--- src/vfdc_ram.sv ---
// Generic single-port-write, single-port-read RAM with registered read data.
module vfdc_ram #(
  parameter int unsigned Width = 8,
  parameter int unsigned Depth = 16
) (
  input  logic                     clk_i,
  input  logic                     we_i,
  input  logic [$clog2(Depth)-1:0] waddr_i,
  input  logic [Width-1:0]         wdata_i,
  input  logic [$clog2(Depth)-1:0] raddr_i,
  output logic [Width-1:0]         rdata_o
);

  logic [Width-1:0] mem [Depth];

  // Write port and registered read port.
  always_ff @(posedge clk_i) begin
    if (we_i) begin
      mem[waddr_i] <= wdata_i;
    end
    rdata_o <= mem[raddr_i];
  end

endmodule

--- config.mk ---
export PLATFORM = sky130hd
export DESIGN_NAME = vfdc_ram
export DESIGN_NICKNAME = d
export VERILOG_FILES = /design/src/vfdc_ram.sv
export SDC_FILE = /design/constraint.sdc
export NUM_CORES = 1
export LEC_CHECK = 0
export CORE_MARGIN = 5
export CORE_UTILIZATION = 45
export CTS_CLUSTER_DIAMETER = 200
export CTS_CLUSTER_SIZE = 8
export DETAILED_ROUTE_END_ITERATION = 7
export DONT_BUFFER_PORTS = 1
export MAX_ROUTING_LAYER = met4
export PLACE_DENSITY = 0.56
export SETUP_SLACK_MARGIN = 0.05
export SLEW_MARGIN = 40
export SYNTH_ARGS = -nofsm -noshare
export SYNTH_HDL_FRONTEND = slang
export SYNTH_SLANG_ARGS = --single-unit
--- constraint.sdc ---
create_clock -name clk_i -period 3.3 [get_ports clk_i]
set_clock_uncertainty 0.1 [all_clocks]
set_input_delay 0.66 -clock clk_i [delete_from_list [all_inputs] [get_ports clk_i]]
set_output_delay 0.66 -clock clk_i [all_outputs]
set_load 0.005 [all_outputs]
Word level (Yosys, flattened, before mapping)
Memories as Yosys holds them, arrays and structs flattened. A register that Yosys moved wholly into a read port is not among the register bits.
Cells that the tools add are included.
{ "word_totals": {"out_inout_bits": 8, "ff_bits": 0, "mem_count": 1, "word_cells": 3, "latch_bits": 0, "mem_bits_rw": 128, "rom_bits": 0, "in_bits": 18} }
{ "op_classes": {"addsub": 0, "n_mul": 0, "n_reduce_logical": 0, "n_bitwise": 0, "div": 0, "shift": 0, "n_mux": 2, "n_eq_ne": 0, "n_lt_le_gt_ge": 0} }
{ "mem_list": {"columns": ["memory", "words", "width", "read_ports", "rd_ports_with_merged_regs", "write_ports", "line_no", "source"], "rows": [
  ["mem", 16, 8, 1, 1, 1, "14", "logic [Width-1:0] mem [Depth];"]
]} }
{ "ops": {"columns": ["operator", "n"], "rows": [
  ["$mux W1", 2]
]} }

Depth between registers and ports, before layout
Gate-level depths: netlist of run 1.
{ "logic_depth": {"ltp_word": 2, "mapped_depth": 5, "ltp_nobuf": 3} }

Worst setup path before layout of run 1
Ideal clock, no wire load.
{ "synth_timing": {"path_type": "input port to flip-flop", "from": "in waddr_i[2]", "to": "mem mem[0][0], enable pin", "setup_time_ns": 0.383, "cell_stages": 2, "path_buffers": 0, "arrival_ns": 1.770, "required_ns": 2.817, "path_slack_ns": 1.047, "path_cell_list": "or3b_2 -> nor3_1"} }
{ "synth_lines": {"columns": ["item", "line_no", "source"], "rows": [
  ["from (decl)", "8", "input logic [$clog2(Depth)-1:0] waddr_i,"],
  ["to (decl)", "14", null]
]} }
Straight into the memory's write port.

Worst setup path after layout of run 1
{ "layout_timing": {"from": "in waddr_i[2]", "to": "mem mem[0][2], enable pin"} }
Straight into the memory's write port.

==> results of run 1 <==
[logic make-up after synthesis]
family                 synth area share (%)
muxes                                  15.0
buffers and inverters                  1.68
and+or+nand+nor                        3.18
DFF                                    77.8
AOI/OAI and AO/OA                      2.33
[layer usage]
| metal | vias to the layer above | GRT usage (%) | wire [um] |
|---|---|---|---|
| met4 | 0 | 5.81 | 111 |
| met1 | 1221 | 23.5 | 4480 |
| met5 | - | - | 0 |
| li1 | 1005 | - | - |
| met3 | 6 | 6.79 | 850 |
| met2 | 94 | 23.4 | 4760 |
[path summary, 6_finish.rpt]
check,startpoint,end,depth (start not counted)
max,waddr_i[2],mem[0][2],3
min,wdata_i[2],mem[2][2],0
max reg2reg,mem[2][5],rdata_o[5],3
min reg2reg,mem[11][1],rdata_o[1],3
[per-stage QoR]
stage / utilization, % / setup WS [ps]
6_report: 51.9 / 1450
3_5_place_dp: 46.8 / 1050
4_1_cts: 51.8 / 1470
2_1_floorplan: - / 1050
5_1_grt: 51.9 / 1400
3_3_place_gp: 46.8 / 1090
[registers in the layout (all words and copies together) (netlist names)]
register	count
mem	128
rdata_o	8
[cell usage in the layout (no fill, tap or decap)]
| master | Yosys | final |
|---|---|---|
| edfxtp_1 | 128 | 128 |
| mux4_2 | 18 | 18 |
| clkbuf_16 | 0 | 17 |
| a22oi_1 | 16 | 16 |
| mux4_1 | 14 | 14 |
| nor2_1 | 13 | 12 |
| nand2_1 | 9 | 9 |
| buf_4 | 1 | 8 |
| dfxtp_1 | 8 | 8 |
| clkinv_1 | 0 | 5 |
| nor3_1 | 4 | 4 |
| bufinv_16 | 0 | 3 |
| clkinv_2 | 0 | 3 |
| clkbuf_1 | 0 | 3 |
| nand3b_1 | 2 | 2 |
| nand2b_1 | 2 | 2 |
| nor2b_1 | 1 | 1 |
| and2_1 | 1 | 1 |
| and2b_1 | 1 | 1 |
| nand3_1 | 1 | 1 |
| or3b_2 | 1 | 1 |
| nor2_2 | 0 | 1 |
| clkinv_4 | 0 | 1 |
[where the power goes]
| group | switching (mW) | internal, mW |
|---|---|---|
| Clock | 0.655 | 1.17 |
| Combinational | 0.0491 | 0.0564 |
| Sequential | 0.0121 | 1.93 |
| Total | 0.716 | 3.16 |
[final cells by class]
| cell class | instances | area share, % |
|---|---|---|
| Sequential cell | 136 | 68.2 |
| Multi-Input combinational cell | 83 | 18.0 |
| Clock buffer | 20 | 7.44 |
| Tap cell | 143 | 3.05 |
| Clock inverter | 12 | 2.26 |
| Timing Repair Buffer | 8 | 1.02 |
==> impl_metrics.toml, run 1 <==
[outcome]
outcome = "finished, final reports clean"

[finish]
post-route-cell-area_um2 = 5870
finalNetCount = 264
final.fill_count = 923
area_taken_by_multi_input_logic_gates_um2 = 1060
number_of_cells_in_the_finished_layout_apart_from_fillers = 402
antenna_cells_inserted = 0
ratio_of_cells_with_drive_above_1_in_the_final_layout_pct = 20.1
flow.area_growth_from_synthesis_pct = 14.1
ff_latch_area_um2 = 4000

[cts]
holdBufCountCts = 0
cts_buffers = 17
cts.repair.resized = 0
clk-insertion-delay-late_ps = 410
postCtsSetupRepairBufs = 0
cts.clk_slew.worst_paths_ps = 60
clkSinkCount = 136
max-clock-path-buffers = 2
clock-root-buffer = "clkbuf_16"
clock_tree.htree_level_count = 4
cts_tree = "done"

[critical_path]
critical_path.top_delay_family = "simple AND/OR/NAND/NOR gates"
worstPathMaxFanout = 5
critPathMaxStageDelay_ps = 500
critPathArrivalTime_ps = 1860
critPathLaunchType = "input port"
critical_path_class = "in2reg"
worst-endpoint-required_ps = 3320
crit_path_cell_trace = "or3b_2 > nor3_1 > buf_4"
critical_path.endpoint_type = "flip-flop"
crit_path_top_delay_cell = "or3b_2"
ff2ff_setup_slack_ps = 1720
cp_num_buf_inv = 1

[timing]
grt_setup_unrepaired = "no"
timing.slew.headroom_pct = 41.2
max_freq_ghz = 0.542
shortest_period_the_worst_path_allows_ps = 1850
worst_slew_pin_slew_ps = 879
setup_tns_ps = 0
timing.final.hold_violations = 0
report.final.slew_viol_count = 0
report.final.setup_viol = 0
finalCritPeriodShare_pct = 55.9
holdWs_ps = 246

[synth]
syn_area_um2 = 5150
cell_with_the_most_instances_after_synthesis = "edfxtp_1"
cell_types_with_the_highest_counts_after_synthesis = "edfxtp_1, mux4_2, a22oi_1, mux4_1, nor2_1"
synth_area_per_cell_um2 = 22.5
synth_async_sr_flop_share_pct = 0
yosys_warnings = 0
ys_top_cells_by_area = "edfxtp_1, mux4_2, mux4_1"
synth_edf_count = 128
synth_seq_area_share_pct = 77.8
synth-main-ff-cell = "edfxtp_1"
synth.ff_latch_count = 136
synth.top_cell.area_share_pct = 74.7
synth.lib_cells_used.distinct = 19
synth.largest_area_cell = "edfxtp_1"
postSynthCellCount = 229
postSynthNetCount = 247

[detailed_routing]
drc_errors = 0
post_drt_wl_per_cell_um = 25.4
drt_iter0_markers = 217
via_count_of_the_routed_design = 2326
drt_pre_antenna_iters = 4
avgViaCountPerCell = 5.79
final_routed_wirelength_across_all_metal_layers_um = 10200
postRouteAntennaNets = 0

[place]
placedInstanceArea_um2 = 5300
gp_routability_congestion = 0.746
half_perimeter_wire_length_after_detailed_placement_um = 6320
io_buffers = 0
place.detailed.instances = 370

[die]
die_width_um = 117
die_height_um = 117
core_region_area_um2 = 11300
start_util_pct = 45.5
boundaryPins = 26
rows = 39
die_area_um2 = 13700

[job]
drv_cap = 0

[global_route]
grt_pass1_wl_um = 15400
grt_pass1_vias = 2386
global_route_total_overflow = 0
grt_usage_pct = 17.1
grt_start_max_net_pins = 33
number_of_antenna_violations_at_the_first_check_in_global_routing = 0

[hold_path]
worst_hold_path_type = "in2reg"

[power_and_ir_drop]
post-layout-total-power_mw = 3.88
static-leakage-power_nw = 1.92
cellPowerDensity_nw_per_um2 = 660
max-vdd-ir-drop_v = 0.000525
No activity file was read; power rests on OpenSTA's default activity.
==> run 2, diff against run 1 <==
==> constraint.sdc (replaced) <==
create_clock -name clk_i -period 1.9 [get_ports clk_i]
set_clock_uncertainty 0.1 [all_clocks]
set_input_delay 0.38 -clock clk_i [delete_from_list [all_inputs] [get_ports clk_i]]
set_output_delay 0.38 -clock clk_i [all_outputs]
set_load 0.005 [all_outputs]
==> impl_metrics.toml, run 2 (synthesis results as in run 1) <==
[outcome]
outcome = "finished, final reports clean"

[finish]
reg_top3 = "mem x128, rdata_o x8"
layout_common_cells = "edfxtp_1, mux4_2, clkbuf_16, buf_4, a22oi_1"
final.fill_count = 919
finalNetCount = 281
fin_util_pct = 52.4
flow.area_growth_from_synthesis_pct = 15.1
ratio_of_cells_with_drive_above_1_in_the_final_layout_pct = 21.3
largest_reg_flops = 128
registers.top_by_ff_count = "mem"
mostFrequentLayoutCell = "edfxtp_1"

[detailed_routing]
avgViaCountPerCell = 5.52
drc_errors = 0
post_drt_wl_per_cell_um = 23.3
final_routed_wirelength_across_all_metal_layers_um = 9700
postRouteAntennaNets = 0
drt_iter0_markers = 153
via_count_of_the_routed_design = 2296
drt_pre_antenna_iters = 4

[critical_path]
worst-endpoint-required_ps = 2090
crit_path_top_delay_cell = "mux4_1"
critical_path_class = "reg2reg"
worstPathMaxFanout = 1
critical_path.endpoint_type = "flip-flop"
critPathMaxStageDelay_ps = 550
critPathArrivalTime_ps = 1630
critPathLaunchType = "flip-flop"
ff2ff_setup_slack_ps = 460
crit_path_cell_trace = "mux4_1 > a22oi_1 > nand2_1"

[die]
boundaryPins = 26
start_util_pct = 45.5
die_width_um = 117
die_height_um = 117
die_area_um2 = 13700
rows = 39
core_region_area_um2 = 11300

[power_and_ir_drop]
max-vdd-ir-drop_v = 0.000601
static-leakage-power_nw = 1.95
power.internal_mw = 5.07
netSwitchingPower_mw = 1.21
pwr-share-comb_pct = 3.7
p_clk_share_pct = 42.5
switching_share_pct = 19.3
cellPowerDensity_nw_per_um2 = 1060
pwr-share-seq_pct = 53.9

[cts]
cts_buffers = 17
cts_tree = "done"
cts.repair.resized = 0
holdBufCountCts = 8
clkSinkCount = 136
postCtsSetupRepairBufs = 0
clock_tree.htree_level_count = 4
max-clock-path-buffers = 2
clock-root-buffer = "clkbuf_16"
cts.clk_slew.worst_paths_ps = 50
clk-insertion-delay-late_ps = 410

[global_route]
global_route_total_overflow = 0
grt_start_max_net_pins = 33
number_of_antenna_violations_at_the_first_check_in_global_routing = 1
grt_pass1_vias = 2549
grt_usage_pct = 16.8
grt_pass1_wl_um = 15300

[timing]
worst_slew_pin_slew_ps = 638
report.final.slew_viol_count = 0
shortest_period_the_worst_path_allows_ps = 1440
setup_tns_ps = 0
holdWs_ps = 172
grt_setup_unrepaired = "no"
report.final.setup_viol = 0
finalCritPeriodShare_pct = 75.9
timing.final.hold_violations = 0
max_freq_ghz = 0.694
timing.slew.headroom_pct = 57.3

[place]
gp_routability_congestion = 0.720
io_buffers = 0
half_perimeter_wire_length_after_detailed_placement_um = 6070

[hold_path]
worst_hold_path_type = "in2reg"

[job]
drv_cap = 0
[run 2: stage by stage]
stage               setup WS, ps  instances  cell area, um2  power [mW]
floorplan                    154        229            5150        3.60
global placement             305        379            5370        3.63
detailed placement           295        379            5370        3.63
CTS                          437        415            5920        6.34
global route                 385        416            5930        6.51
finish                       458        416            5930        6.28
[run 2: area by class of cell]
type	count	area, um2	share of cell area, %
clock buffer	19	433	7.30
sequential	136	4000	67.6
tap	143	179	3.02
clock inverter	9	38.8	0.654
multi-input combinational	83	1060	17.9
timing repair buffer	25	208	3.50
antenna	1	2.50	0.0422
[run 2: power by group through the flow]
stage	registers, mW	logic, mW	clock network [mW]
after floorplan	3.43	0.171	0
after global placement	3.44	0.185	0
after detailed placement	3.44	0.184	0
after CTS	3.38	0.237	2.72
after global routing	3.39	0.254	2.86
final	3.38	0.231	2.67
[run 2: worst max-delay path, delay by kind of cell, from the launching register on]
kind	cells	cell delay (ps)
and+or+nand+nor	1	70
DFF	1	370
AOI/OAI and AO/OA	1	240
muxes	1	550
[run 2: worst paths after layout]
kind	startpoint	cells after the start	to
setup / recovery	mem[0][3]	3	rdata_o[3]
hold reg to reg	mem[6][5]	3	rdata_o[5]
setup reg to reg	mem[0][3]	3	rdata_o[3]
hold / removal	raddr_i[1]	3	rdata_o[3]
[run 2: per-layer routing]
layer,part of all wire (%),vias up,global-route usage (%)
met2,49,62,25.0
met5,0,-,-
li1,-,1034,-
met4,1.4,0,7.11
met1,44,1190,21.6
met3,5.7,10,4.99
